### src/design/pve_pkg.sv
// Shared types and constants for the position and velocity estimator.
package pve_pkg;

    // Fraction bits of the time format; also the left shift of the delta.
    localparam int TIME_FRAC = 16;
    localparam int AXES      = 3;

    typedef enum logic [2:0] {
        S_IDLE,
        S_DIV_GO,
        S_DIV_WAIT,
        S_MUL,
        S_ADD,
        S_SQ_GO,
        S_SQ_WAIT,
        S_OUT
    } t_state;

    typedef enum logic {
        M_DIV,
        M_SQRT
    } t_mode;

    typedef struct packed {
        logic  start;
        t_mode mode;
    } t_unit_ctl;

    typedef struct packed {
        logic busy;
        logic done;
    } t_unit_stat;

endpackage

### src/design/pve_if.sv
// Valid/ready channel interfaces for the estimator's request and result sides.
interface pve_in_if #(
    parameter int PW = 32,
    parameter int TW = 32
);
    logic                 valid;
    logic                 ready;
    logic                 index_invalid;
    logic                 entity_present;
    logic signed [PW-1:0] pos_x;
    logic signed [PW-1:0] pos_y;
    logic signed [PW-1:0] pos_z;
    logic signed [PW-1:0] origin_x;
    logic signed [PW-1:0] origin_y;
    logic signed [PW-1:0] origin_z;
    logic        [TW-1:0] now;

    modport source (
        output valid, index_invalid, entity_present, pos_x, pos_y, pos_z,
               origin_x, origin_y, origin_z, now,
        input  ready
    );
    modport sink (
        input  valid, index_invalid, entity_present, pos_x, pos_y, pos_z,
               origin_x, origin_y, origin_z, now,
        output ready
    );
endinterface

interface pve_out_if #(
    parameter int PW = 32
);
    logic                 valid;
    logic                 ready;
    logic signed [PW-1:0] out_x;
    logic signed [PW-1:0] out_y;
    logic signed [PW-1:0] out_z;
    logic signed [PW-1:0] vel_x;
    logic signed [PW-1:0] vel_y;
    logic signed [PW-1:0] vel_z;
    logic        [PW-1:0] speed;
    logic        [PW-1:0] speed_xy;

    modport source (
        output valid, out_x, out_y, out_z, vel_x, vel_y, vel_z, speed, speed_xy,
        input  ready
    );
    modport sink (
        input  valid, out_x, out_y, out_z, vel_x, vel_y, vel_z, speed, speed_xy,
        output ready
    );
endinterface

### src/design/pve_iter.sv
// Shared shift/compare/subtract unit: restoring divider and digit-by-digit square root.
module pve_iter
    import pve_pkg::*;
#(
    parameter int PW = 32,
    parameter int TW = 32
) (
    input  logic                 i_clk,
    input  logic                 i_rst_n,
    input  t_unit_ctl            i_ctl,
    input  logic [2*PW+1:0]      i_operand,
    input  logic [TW-1:0]        i_divisor,
    output t_unit_stat           o_stat,
    output logic [PW-1:0]        o_result
);

    localparam int XW   = 2*PW + 2;
    localparam int QW   = PW + 17;
    localparam int RW   = (TW + 1 > PW + 4) ? TW + 1 : PW + 4;
    localparam int CW   = $clog2(PW + 18);
    localparam int DIVN = PW + 17;
    localparam int SQN  = PW + 1;

    logic [XW-1:0] r_x;
    logic [RW-1:0] r_rem;
    logic [QW-1:0] r_q;
    logic [TW-1:0] r_div;
    logic [CW-1:0] r_cnt;
    t_mode         r_mode;
    logic          r_busy;
    logic          r_done;

    logic [RW-1:0] shifted;
    logic [RW-1:0] operand;
    logic [RW-1:0] diff;
    logic          ge;

    always_comb begin
        if (r_mode == M_DIV) begin
            shifted = {r_rem[RW-2:0], r_x[XW-1]};
            operand = RW'(r_div);
        end else begin
            shifted = {r_rem[RW-3:0], r_x[XW-1:XW-2]};
            operand = RW'({r_q[PW:0], 2'b01});
        end
        ge   = shifted >= operand;
        diff = shifted - operand;
    end

    always_ff @(posedge i_clk) begin
        if (!i_rst_n) begin
            r_busy <= 1'b0;
            r_done <= 1'b0;
            r_cnt  <= '0;
        end else begin
            r_done <= 1'b0;
            if (i_ctl.start) begin
                r_busy <= 1'b1;
                r_cnt  <= (i_ctl.mode == M_DIV) ? CW'(DIVN) : CW'(SQN);
            end else if (r_busy) begin
                r_cnt <= r_cnt - 1'b1;
                if (r_cnt == CW'(1)) begin
                    r_busy <= 1'b0;
                    r_done <= 1'b1;
                end
            end
        end
    end

    always_ff @(posedge i_clk) begin
        if (i_ctl.start) begin
            r_x    <= i_operand;
            r_div  <= i_divisor;
            r_mode <= i_ctl.mode;
            r_rem  <= '0;
            r_q    <= '0;
        end else if (r_busy) begin
            r_rem <= ge ? diff : shifted;
            r_q   <= {r_q[QW-2:0], ge};
            r_x   <= (r_mode == M_DIV) ? {r_x[XW-2:0], 1'b0} : {r_x[XW-3:0], 2'b00};
        end
    end

    // Quotients and roots that do not fit the position width saturate.
    assign o_result    = (|r_q[QW-1:PW]) ? {PW{1'b1}} : r_q[PW-1:0];
    assign o_stat.busy = r_busy;
    assign o_stat.done = r_done;

endmodule

### src/design/position_velocity_estimator.sv
// Top level of the finite-difference position and velocity estimator.
//
// Requests arrive on i_in (valid/ready) and results leave on o_out.
// A request with index_invalid set is taken and dropped. Otherwise the time
// since the previous request is formed; if it is not positive, only the
// stored time moves and no result follows. A positive step starts three
// divisions of the position change by the elapsed time on one shared
// shift-subtract unit, then two square roots on the same unit for the XY
// and 3D speeds, with one multiplier squaring each velocity magnitude, X and
// Y before the first root and Z between the roots. i_in.ready is high only
// while the sequencer is idle. The result sits in an output register until
// taken; a stalled receiver holds the sequencer before the register load,
// never dropping a result. Reset clears the stored time and position to
// zero and empties the output.
module position_velocity_estimator
    import pve_pkg::*;
#(
    parameter int POSITION_WIDTH = 32,
    parameter int TIME_WIDTH     = 32
) (
    input  logic       i_clk,
    input  logic       i_rst_n,
    pve_in_if.sink     i_in,
    pve_out_if.source  o_out
);

    localparam int PW = POSITION_WIDTH;
    localparam int TW = TIME_WIDTH;
    localparam int XW = 2*PW + 2;

    t_state r_state, n_state;

    logic [TW-1:0]        r_last_time;
    logic signed [PW-1:0] r_last [AXES];
    logic signed [PW-1:0] r_pos  [AXES];
    logic [PW:0]          r_mag  [AXES];
    logic                 r_neg  [AXES];
    logic [PW-1:0]        r_q    [AXES];
    logic [TW-1:0]        r_dt;
    logic [1:0]           r_idx;
    logic [2*PW-1:0]      r_prod;
    logic [XW-1:0]        r_sum;
    logic [PW-1:0]        r_speed_xy;
    logic [PW-1:0]        r_speed;
    logic                 r_out_valid;

    t_unit_ctl            unit_ctl;
    t_unit_stat           unit_stat;
    logic [XW-1:0]        unit_opnd;
    logic [PW-1:0]        unit_res;

    logic                 accept;
    logic                 load_out;
    logic signed [PW-1:0] in_pos  [AXES];
    logic signed [PW-1:0] in_org  [AXES];
    logic signed [PW-1:0] prev    [AXES];
    logic signed [PW:0]   delta   [AXES];
    logic [PW-1:0]        vel     [AXES];

    localparam logic [PW-1:0] VMAX = {1'b0, {(PW-1){1'b1}}};
    localparam logic [PW-1:0] VMIN = {1'b1, {(PW-1){1'b0}}};

    assign accept     = i_in.valid && i_in.ready;
    assign i_in.ready = (r_state == S_IDLE);

    assign in_pos[0] = i_in.entity_present ? i_in.pos_x : '0;
    assign in_pos[1] = i_in.entity_present ? i_in.pos_y : '0;
    assign in_pos[2] = i_in.entity_present ? i_in.pos_z : '0;
    assign in_org[0] = i_in.origin_x;
    assign in_org[1] = i_in.origin_y;
    assign in_org[2] = i_in.origin_z;

    always_comb begin
        for (int a = 0; a < AXES; a++) begin
            prev[a]  = (r_last_time == '0) ? in_org[a] : r_last[a];
            delta[a] = {in_pos[a][PW-1], in_pos[a]} - {prev[a][PW-1], prev[a]};
            if (r_neg[a]) begin
                vel[a] = (r_q[a] > VMIN) ? VMIN : (PW'(0) - r_q[a]);
            end else begin
                vel[a] = r_q[a][PW-1] ? VMAX : r_q[a];
            end
        end
    end

    pve_iter #(
        .PW (PW),
        .TW (TW)
    ) u_iter (
        .i_clk     (i_clk),
        .i_rst_n   (i_rst_n),
        .i_ctl     (unit_ctl),
        .i_operand (unit_opnd),
        .i_divisor (r_dt),
        .o_stat    (unit_stat),
        .o_result  (unit_res)
    );

    always_ff @(posedge i_clk) begin
        if (!i_rst_n) begin
            r_state <= S_IDLE;
        end else begin
            r_state <= n_state;
        end
    end

    always_comb begin
        n_state   = r_state;
        unit_ctl  = '{start: 1'b0, mode: M_DIV};
        unit_opnd = r_sum;
        load_out  = 1'b0;
        case (r_state)
            S_IDLE: begin
                if (accept && !i_in.index_invalid && (i_in.now > r_last_time)) begin
                    n_state = S_DIV_GO;
                end
            end
            S_DIV_GO: begin
                unit_ctl  = '{start: 1'b1, mode: M_DIV};
                unit_opnd = {r_mag[r_idx], {(XW-PW-1){1'b0}}};
                n_state   = S_DIV_WAIT;
            end
            S_DIV_WAIT: begin
                if (unit_stat.done) begin
                    n_state = (r_idx == 2'd2) ? S_MUL : S_DIV_GO;
                end
            end
            S_MUL: begin
                n_state = S_ADD;
            end
            S_ADD: begin
                n_state = (r_idx == 2'd0) ? S_MUL : S_SQ_GO;
            end
            S_SQ_GO: begin
                unit_ctl = '{start: 1'b1, mode: M_SQRT};
                n_state  = S_SQ_WAIT;
            end
            S_SQ_WAIT: begin
                if (unit_stat.done) begin
                    n_state = (r_idx == 2'd1) ? S_MUL : S_OUT;
                end
            end
            S_OUT: begin
                if (!r_out_valid || o_out.ready) begin
                    load_out = 1'b1;
                    n_state  = S_IDLE;
                end
            end
            default: begin
                n_state = S_IDLE;
            end
        endcase
    end

    always_ff @(posedge i_clk) begin
        if (!i_rst_n) begin
            r_last_time <= '0;
            r_out_valid <= 1'b0;
            for (int a = 0; a < AXES; a++) begin
                r_last[a] <= '0;
            end
        end else begin
            if (accept && !i_in.index_invalid) begin
                r_last_time <= i_in.now;
                if (i_in.now > r_last_time) begin
                    for (int a = 0; a < AXES; a++) begin
                        r_last[a] <= in_pos[a];
                    end
                end
            end
            if (load_out) begin
                r_out_valid <= 1'b1;
            end else if (o_out.ready) begin
                r_out_valid <= 1'b0;
            end
        end
    end

    always_ff @(posedge i_clk) begin
        case (r_state)
            S_IDLE: begin
                r_idx <= 2'd0;
                r_sum <= '0;
                r_dt  <= i_in.now - r_last_time;
                for (int a = 0; a < AXES; a++) begin
                    r_pos[a] <= in_pos[a];
                    r_neg[a] <= delta[a][PW];
                    r_mag[a] <= delta[a][PW] ? (PW+1)'(-delta[a]) : delta[a];
                end
            end
            S_DIV_WAIT: begin
                if (unit_stat.done) begin
                    r_q[r_idx] <= unit_res;
                    r_idx      <= (r_idx == 2'd2) ? 2'd0 : r_idx + 2'd1;
                end
            end
            S_MUL: begin
                r_prod <= (2*PW)'(r_q[r_idx]) * (2*PW)'(r_q[r_idx]);
            end
            S_ADD: begin
                r_sum <= r_sum + XW'(r_prod);
                if (r_idx == 2'd0) begin
                    r_idx <= 2'd1;
                end
            end
            S_SQ_WAIT: begin
                if (unit_stat.done) begin
                    if (r_idx == 2'd1) begin
                        r_speed_xy <= unit_res;
                        r_idx      <= 2'd2;
                    end else begin
                        r_speed    <= unit_res;
                    end
                end
            end
            default: begin
            end
        endcase
    end

    always_ff @(posedge i_clk) begin
        if (load_out) begin
            o_out.out_x    <= r_pos[0];
            o_out.out_y    <= r_pos[1];
            o_out.out_z    <= r_pos[2];
            o_out.vel_x    <= vel[0];
            o_out.vel_y    <= vel[1];
            o_out.vel_z    <= vel[2];
            o_out.speed    <= r_speed;
            o_out.speed_xy <= r_speed_xy;
        end
    end

    assign o_out.valid = r_out_valid;

endmodule
### src/flat_wrapper.sv
// flat-port wrapper written by rule: the top's interface ports become plain ports
module position_velocity_estimator_flat import pve_pkg::*;
#(
    parameter int POSITION_WIDTH = 32,
    parameter int TIME_WIDTH     = 32
)
  (i_clk, i_rst_n, i_in_valid, i_in_index_invalid, i_in_entity_present, i_in_pos_x, i_in_pos_y, i_in_pos_z, i_in_origin_x, i_in_origin_y, i_in_origin_z, i_in_now, i_in_ready, o_out_valid, o_out_out_x, o_out_out_y, o_out_out_z, o_out_vel_x, o_out_vel_y, o_out_vel_z, o_out_speed, o_out_speed_xy, o_out_ready);
  pve_in_if i_in_i ();
  pve_out_if o_out_i ();
  input  logic i_clk;
  input  logic i_rst_n;
  input wire logic [$bits(i_in_i.valid)-1:0] i_in_valid;
  input wire logic [$bits(i_in_i.index_invalid)-1:0] i_in_index_invalid;
  input wire logic [$bits(i_in_i.entity_present)-1:0] i_in_entity_present;
  input wire logic [$bits(i_in_i.pos_x)-1:0] i_in_pos_x;
  input wire logic [$bits(i_in_i.pos_y)-1:0] i_in_pos_y;
  input wire logic [$bits(i_in_i.pos_z)-1:0] i_in_pos_z;
  input wire logic [$bits(i_in_i.origin_x)-1:0] i_in_origin_x;
  input wire logic [$bits(i_in_i.origin_y)-1:0] i_in_origin_y;
  input wire logic [$bits(i_in_i.origin_z)-1:0] i_in_origin_z;
  input wire logic [$bits(i_in_i.now)-1:0] i_in_now;
  output wire logic [$bits(i_in_i.ready)-1:0] i_in_ready;
  output wire logic [$bits(o_out_i.valid)-1:0] o_out_valid;
  output wire logic [$bits(o_out_i.out_x)-1:0] o_out_out_x;
  output wire logic [$bits(o_out_i.out_y)-1:0] o_out_out_y;
  output wire logic [$bits(o_out_i.out_z)-1:0] o_out_out_z;
  output wire logic [$bits(o_out_i.vel_x)-1:0] o_out_vel_x;
  output wire logic [$bits(o_out_i.vel_y)-1:0] o_out_vel_y;
  output wire logic [$bits(o_out_i.vel_z)-1:0] o_out_vel_z;
  output wire logic [$bits(o_out_i.speed)-1:0] o_out_speed;
  output wire logic [$bits(o_out_i.speed_xy)-1:0] o_out_speed_xy;
  input wire logic [$bits(o_out_i.ready)-1:0] o_out_ready;
  assign i_in_i.valid = i_in_valid;
  assign i_in_i.index_invalid = i_in_index_invalid;
  assign i_in_i.entity_present = i_in_entity_present;
  assign i_in_i.pos_x = i_in_pos_x;
  assign i_in_i.pos_y = i_in_pos_y;
  assign i_in_i.pos_z = i_in_pos_z;
  assign i_in_i.origin_x = i_in_origin_x;
  assign i_in_i.origin_y = i_in_origin_y;
  assign i_in_i.origin_z = i_in_origin_z;
  assign i_in_i.now = i_in_now;
  assign i_in_ready = i_in_i.ready;
  assign o_out_valid = o_out_i.valid;
  assign o_out_out_x = o_out_i.out_x;
  assign o_out_out_y = o_out_i.out_y;
  assign o_out_out_z = o_out_i.out_z;
  assign o_out_vel_x = o_out_i.vel_x;
  assign o_out_vel_y = o_out_i.vel_y;
  assign o_out_vel_z = o_out_i.vel_z;
  assign o_out_speed = o_out_i.speed;
  assign o_out_speed_xy = o_out_i.speed_xy;
  assign o_out_i.ready = o_out_ready;
  position_velocity_estimator #(.POSITION_WIDTH(POSITION_WIDTH), .TIME_WIDTH(TIME_WIDTH)) u_core (.i_clk(i_clk), .i_rst_n(i_rst_n), .i_in(i_in_i), .o_out(o_out_i));
endmodule
### config.mk
export PLATFORM = sky130hd
export DESIGN_NAME = position_velocity_estimator_flat
export DESIGN_NICKNAME = d
export VERILOG_FILES = /design/src/design/pve_pkg.sv /design/src/design/pve_if.sv /design/src/design/pve_iter.sv /design/src/design/position_velocity_estimator.sv /design/src/flat_wrapper.sv
export SDC_FILE = /design/constraint.sdc
export NUM_CORES = 2
export LEC_CHECK = 0
export ABC_AREA = 0
export ABC_CLOCK_PERIOD_IN_PS = 30900
export BUFFER_PORTS_ARGS = -buffer_cell sky130_fd_sc_hd__buf_2
export CORE_MARGIN = 10
export CORE_UTILIZATION = 63
export CTS_CLUSTER_SIZE = 10
export DETAILED_ROUTE_END_ITERATION = 6
export GPL_ROUTABILITY_DRIVEN = 0
export PLACE_DENSITY_LB_ADDON = 0.2
export SYNTH_ARGS = -nofsm -noshare
export SYNTH_HDL_FRONTEND = slang
export SYNTH_SLANG_ARGS = --single-unit
### constraint.sdc
create_clock -name i_clk -period 30.9 [get_ports i_clk]
set_clock_uncertainty 0.05 [all_clocks]
set_input_delay 9.27 -clock i_clk [delete_from_list [all_inputs] [get_ports i_clk]]
set_output_delay 9.27 -clock i_clk [all_outputs]
set_load 0.02 [all_outputs]
# Word-level counts from Yosys, hierarchy flattened
# Memory sizes are Yosys's and may differ from the RTL's. A register that Yosys moved wholly into a read port is not among the register bits.
# Index checks and enable logic that the tools add are counted.
dict set report word_totals {
  wordCells 156
  n_memories 5
  in_bits 230
  ram_bits 390
  out_inout_bits 258
  register_bits 615
}
dict set report classes {
  magnitude_cmp 5
  bitwise 6
  eq_ne 16
  multipliers 1
  n_reduce_logical 19
  add_sub_neg 14
  mux 68
}
# memory depth width read_ports rd_ports_with_merged_regs write_ports line_no
set mem_list {}
lappend mem_list {u_core.r_mag 3 33 1 1 3 position_velocity_estimator.sv:36} ;# logic [PW:0] r_mag [AXES];
lappend mem_list {u_core.r_last 3 32 3 0 3 position_velocity_estimator.sv:34} ;# logic signed [PW-1:0] r_last [AXES];
lappend mem_list {u_core.r_pos 3 32 3 3 3 position_velocity_estimator.sv:35} ;# logic signed [PW-1:0] r_pos [AXES];
lappend mem_list {u_core.r_q 3 32 4 1 1 position_velocity_estimator.sv:38} ;# logic [PW-1:0] r_q [AXES];
lappend mem_list {u_core.r_neg 3 1 3 0 3 position_velocity_estimator.sv:37} ;# logic r_neg [AXES];
# cell n
set ops {}
lappend ops {{32-bit 2-to-1 mux} 16}
lappend ops {{66-bit 2-to-1 mux} 4}
lappend ops {{66-bit case mux with 2 select lines} 1}
lappend ops {{33-bit 2-to-1 mux} 3}
lappend ops {{33-bit negator} 3}
lappend ops {{32-bit by 32-bit subtractor with 33-bit output} 3}
lappend ops {{32-bit greater-than comparator, second input constant} 3}
lappend ops {{1-bit by 32-bit subtractor with 32-bit output, first input constant} 3}
lappend ops {{31-bit 2-to-1 mux} 3}
lappend ops {{35-bit 2-to-1 mux} 2}
lappend ops {{66-bit by 64-bit adder with 66-bit output} 1}
lappend ops {{32-bit by 32-bit multiplier with 64-bit output} 1}
lappend ops {{36-bit by 35-bit greater-or-equal comparator with 1-bit output} 1}
lappend ops {{36-bit 2-to-1 mux} 1}
lappend ops {{35-bit subtractor} 1}
lappend ops {{32-bit greater-than comparator} 1}
lappend ops {{32-bit logical NOT} 1}
lappend ops {{32-bit subtractor} 1}
lappend ops {{3-bit case mux with 8 select lines} 1}
lappend ops {{1-bit 2-to-1 mux} 18}
lappend ops {{3-bit 2-to-1 mux} 6}
lappend ops {{17-bit OR reduction} 1}
lappend ops {{2-bit 2-to-1 mux} 8}
lappend ops {{3-bit == test, second input constant} 4}
lappend ops {{other kinds (26)} 42}

# Logic depth before layout (Yosys ltp)
dict set report depth {
  word_depth 7
  depth_mapped 38
  mapped_depth_nobuf 34
}

# By module
# Synthesis repeated with hierarchy kept, for this count alone.
dict set report unflattened {
  hier_cells 8558
  hier_area_um2 88135.8
}
# module cells_each n_inst area_per_inst_um2 seq_area_each_um2
set modules_own_cells {}
lappend modules_own_cells {position_velocity_estimator 7468 1 77406.7 27936.8}
lappend modules_own_cells {pve_iter 1090 1 10729.0 4814.6}

# Least setup slack after synthesis
# Ideal clock, no wire load.
dict set report synth_path {
  path_kind {reg-to-output}
  from {register u_core.r_state[1]}
  to {output port i_in_ready}
  path_stages_with_launch 3
  path_slack_ns 4.968
  path_buffers 1
  required_ns 21.580
  arrival_time_ns 16.612
  path_cell_list {dfxtp_1 -> clkbuf_1 -> nor3_1}
}
dict set report synth_via {
  elab_chain_cells 1
}
# item line_no
set synth_lines {}
lappend synth_lines {{start: declaration} position_velocity_estimator.sv:31} ;# t_state r_state, n_state;
lappend synth_lines {{start signal: assignment} position_velocity_estimator.sv:102} ;# r_state <= n_state;
lappend synth_lines {{3-bit logical NOT} position_velocity_estimator.sv:64} ;# assign i_in.ready = (r_state == S_IDLE);
lappend synth_lines {{end: declaration} flat_wrapper.sv:22} ;# output wire logic [$bits(i_in_i.ready)-1:0] i_in_ready;
# Every way passes these cells.

==> metrics.yaml <==
clocking:
  postCtsResizedCells: 0
  cts_tree: "yes"
  clock_latency_ns: 0.77
  cts_htree_levels: 4
  clkTransAtPathRegs_ns: 0.06
  root_buffer: "clkbuf_16"
  clock-sinks: 1134
  cts_max_path_buffers: 3
  hold_buffers: 0
  cts_buffers: 136
  post_cts_buffers: 0
detailed_routing:
  via_per_inst: 6.03
  drtIter0Drc: 6215
  drtAntennaViolNets: 0
  drc: 1
  wl_mm: 241
  wl_per_cell_um: 22.2
  vias: 65500
  drt_pass1_iterations: 7
cells_and_area:
  nNetsFinal: 10500
  drive_gt1_share_pct: 9.98
  syn2layout_area_growth_pct: 9.42
  layout_common_cells: "inv_1, edfxtp_1, fa_1, nand2_1, nor2_1"
  layout_commonest_cell: "inv_1"
outcome:
  status: "finished with violations"
  violations: "DRC"
logic_synthesis:
  async_flop_share_pct: 0
  yosysWarnings: 0
  syn_avg_cell_area_um2: 10.3
  synthCells: 8541
  synth-main-ff-cell: "edfxtp_1"
  ys_types: 90
  syn_area_um2: 88200
  syn_nets: 10100
  synth_enable_flop_cells: 1004
  ys_ff_latch: 1134
  yosysSeqAreaShare_pct: 37.1
timing:
  period_share_pct: 45.8
  rsz0062_at_grt: "no"
  setup_viol: 0
  setup-tns-final_ns: 0
  hold_violations: 0
  post-route-min-period_ns: 14.16
  worstMarginPinSlew_ns: 1.18
  slew_viol_final: 0
  relSlewSlack_pct: 21.1
  max_freq_ghz: 0.0706
grt:
  grt_max_degree: 105
  overflow: 0
  grt_pass1_wl_mm: 372
  antenna_found_initial: 5
  grt_pass1_vias: 66700
  grt.total_usage_pct: 30.4
critical_path:
  crit_path_start: "i_in_entity_present"
  cp.arrival_ns: 14.61
  cp-start-kind: "input pin"
  critPathKind: "input pin to register"
  r2r-end: "u_core.r_prod[56]$_DFFE_PN_"
  endpoint: "u_core.r_mag[1][6]$_DFFE_PP_"
  path_max_fanout: 55
  worstPathRequired_ns: 31.35
  cp-end-kind: "register"
  r2r_slack_ns: 18.61
  reg2regPathDepth: 30
floorplanning:
  start_util_pct: 63.3
  die_w_um: 394
  fp.dieH_um: 394
  core_um2: 139000
  io_pins: 488
  die_area_um2: 155000
  row_count: 137
place:
  numPortBuffers: 487
  dp_hpwl_mm: 182
hold_path:
  hold_path_class: "register to register"
flow_run:
  maxCapViolCount: 0
-- registers in the layout, summed over array words and instances (netlist names), 35 cells and up, named ones only --
| signal | count |
|---|---|
| u_core.r_pos | 96 |
| u_core.r_last | 96 |
| u_core.r_prod | 63 |
| u_core.u_iter.r_x | 66 |
| u_core.r_mag | 99 |
| u_core.u_iter.r_rem | 35 |
| u_core.r_sum | 66 |
| u_core.u_iter.r_q | 49 |
| u_core.r_q | 128 |
-- cell families (layout without fill, tap and decap cells) --
| group | after synthesis | count (layout) | synth area share [%] |
|---|---|---|---|
| buffers and inverters | 1611 | 2047 | 6.87 |
| DFF | 1134 | 1134 | 37.1 |
| xor gates and xnor gates | 354 | 354 | 3.51 |
| muxes | 407 | 407 | 4.72 |
| and+or+nand+nor | 2255 | 2255 | 11.5 |
| AOI/OAI and AO/OA | 1458 | 1458 | 10.7 |
| other | 0 | 3 | 0 |
| adders and majority gates | 1322 | 1322 | 25.6 |
-- synthesized netlist by cell type (all sizes together), types with 44 or more instances --
| cell | count | area (um2) |
|---|---|---|
| or3 | 51 | 339 |
| nand4 | 47 | 294 |
| o21a | 59 | 443 |
| nand2b | 88 | 551 |
| o311ai | 71 | 622 |
| mux2i | 336 | 3360 |
| buf | 63 | 246 |
| clkbuf | 296 | 1110 |
| fa | 801 | 16000 |
| nor2 | 781 | 2930 |
| edfxtp | 1004 | 30100 |
| nor3 | 103 | 521 |
| nand2 | 788 | 2960 |
| a21o | 180 | 1350 |
| ha | 521 | 6520 |
| dfxtp | 130 | 2600 |
| o21bai | 44 | 330 |
| nand3 | 116 | 581 |
| nor2b | 45 | 282 |
| xnor2 | 226 | 1980 |
| and3 | 46 | 288 |
| inv | 1244 | 4670 |
| xor2 | 128 | 1120 |
| a211oi | 94 | 706 |
| a21oi | 406 | 2030 |
| a31oi | 55 | 344 |
| mux2 | 71 | 800 |
| o21ai | 306 | 1530 |
-- cell type report --
cell class	instances	area, um2
Tap cell	1876	2350
Fill cell	10300	42800
Sequential cell	1134	32800
Clock buffer	189	3660
Antenna cell	3	7.51
Multi-Input combinational cell	5796	49500
Clock inverter	27	407
Inverter	1252	4700
Timing Repair Buffer	579	3140
-- per-layer routing --
layer,wire length [um],GRT usage (%),vias to the layer above
met3,22400,7.45,811
met5,42,0,-
li1,-,-,29700
met1,90000,37.1,31800
met2,114000,49.9,3104
met4,14700,15.8,6
-- worst max-delay path: stages --
cell and delay (ns):
buf_2 0.08, buf_4 0.39, buf_4 0.58, nand2_1 0.16
inv_1 0.11, ha_1 0.25, and4_1 0.27, and2_1 0.21
a221oi_2 0.12, a211oi_1 0.55, o2111ai_1 0.30, o21ai_1 0.42
a211oi_1 0.18, nor2b_1 0.17, o31a_1 0.64, inv_1 0.46
and2_1 0.28, xor2_1 0.14
-- per-stage QoR --
| step | utilization [%] | cells | area (um2) | hold slack (ns) | setup slack [ns] |
|---|---|---|---|---|---|
| 6_report | 69.3 | 10900 | 96500 | 0.357 | 16.74 |
| 5_1_grt | 69.3 | 10900 | 96500 | 0.358 | 16.32 |
| 2_1_floorplan | - | 8541 | 88200 | 0.350 | 4.97 |
| 4_1_cts | 69.3 | 10900 | 96500 | 0.357 | 16.92 |
| 3_3_place_gp | 66.3 | 10600 | 92500 | 0.351 | 16.33 |
| 3_5_place_dp | 66.3 | 10600 | 92500 | 0.355 | 16.15 |
-- how the worst min path moves through the flow --
| stage | to | cells after the start | slack (ns) | from |
|---|---|---|---|---|
| final | o_out_out_x[14]$_DFFE_PP_ | 0 | 0.36 | u_core.r_pos[0][14]$_DFFE_PP_ |
| after global routing | u_core.o_out.speed_xy[25]$_DFFE_PP_ | 0 | 0.36 | u_core.r_speed_xy[25]$_DFFE_PP_ |
| after CTS | u_core.o_out.speed_xy[27]$_DFFE_PP_ | 0 | 0.36 | u_core.r_speed_xy[27]$_DFFE_PP_ |
| after detailed placement | o_out_out_x[16]$_DFFE_PP_ | 0 | 0.35 | u_core.r_pos[0][16]$_DFFE_PP_ |
| after global placement | u_core.u_iter.r_div[13]$_DFFE_PN_ | 0 | 0.35 | u_core.r_dt[13]$_DFFE_PP_ |
| after floorplan | o_out_out_x[0]$_DFFE_PP_ | 0 | 0.35 | u_core.r_pos[0][0]$_DFFE_PP_ |
Power is not shown: default switching activity piles up to over one toggle a cycle in this logic, so the estimate is an artifact.
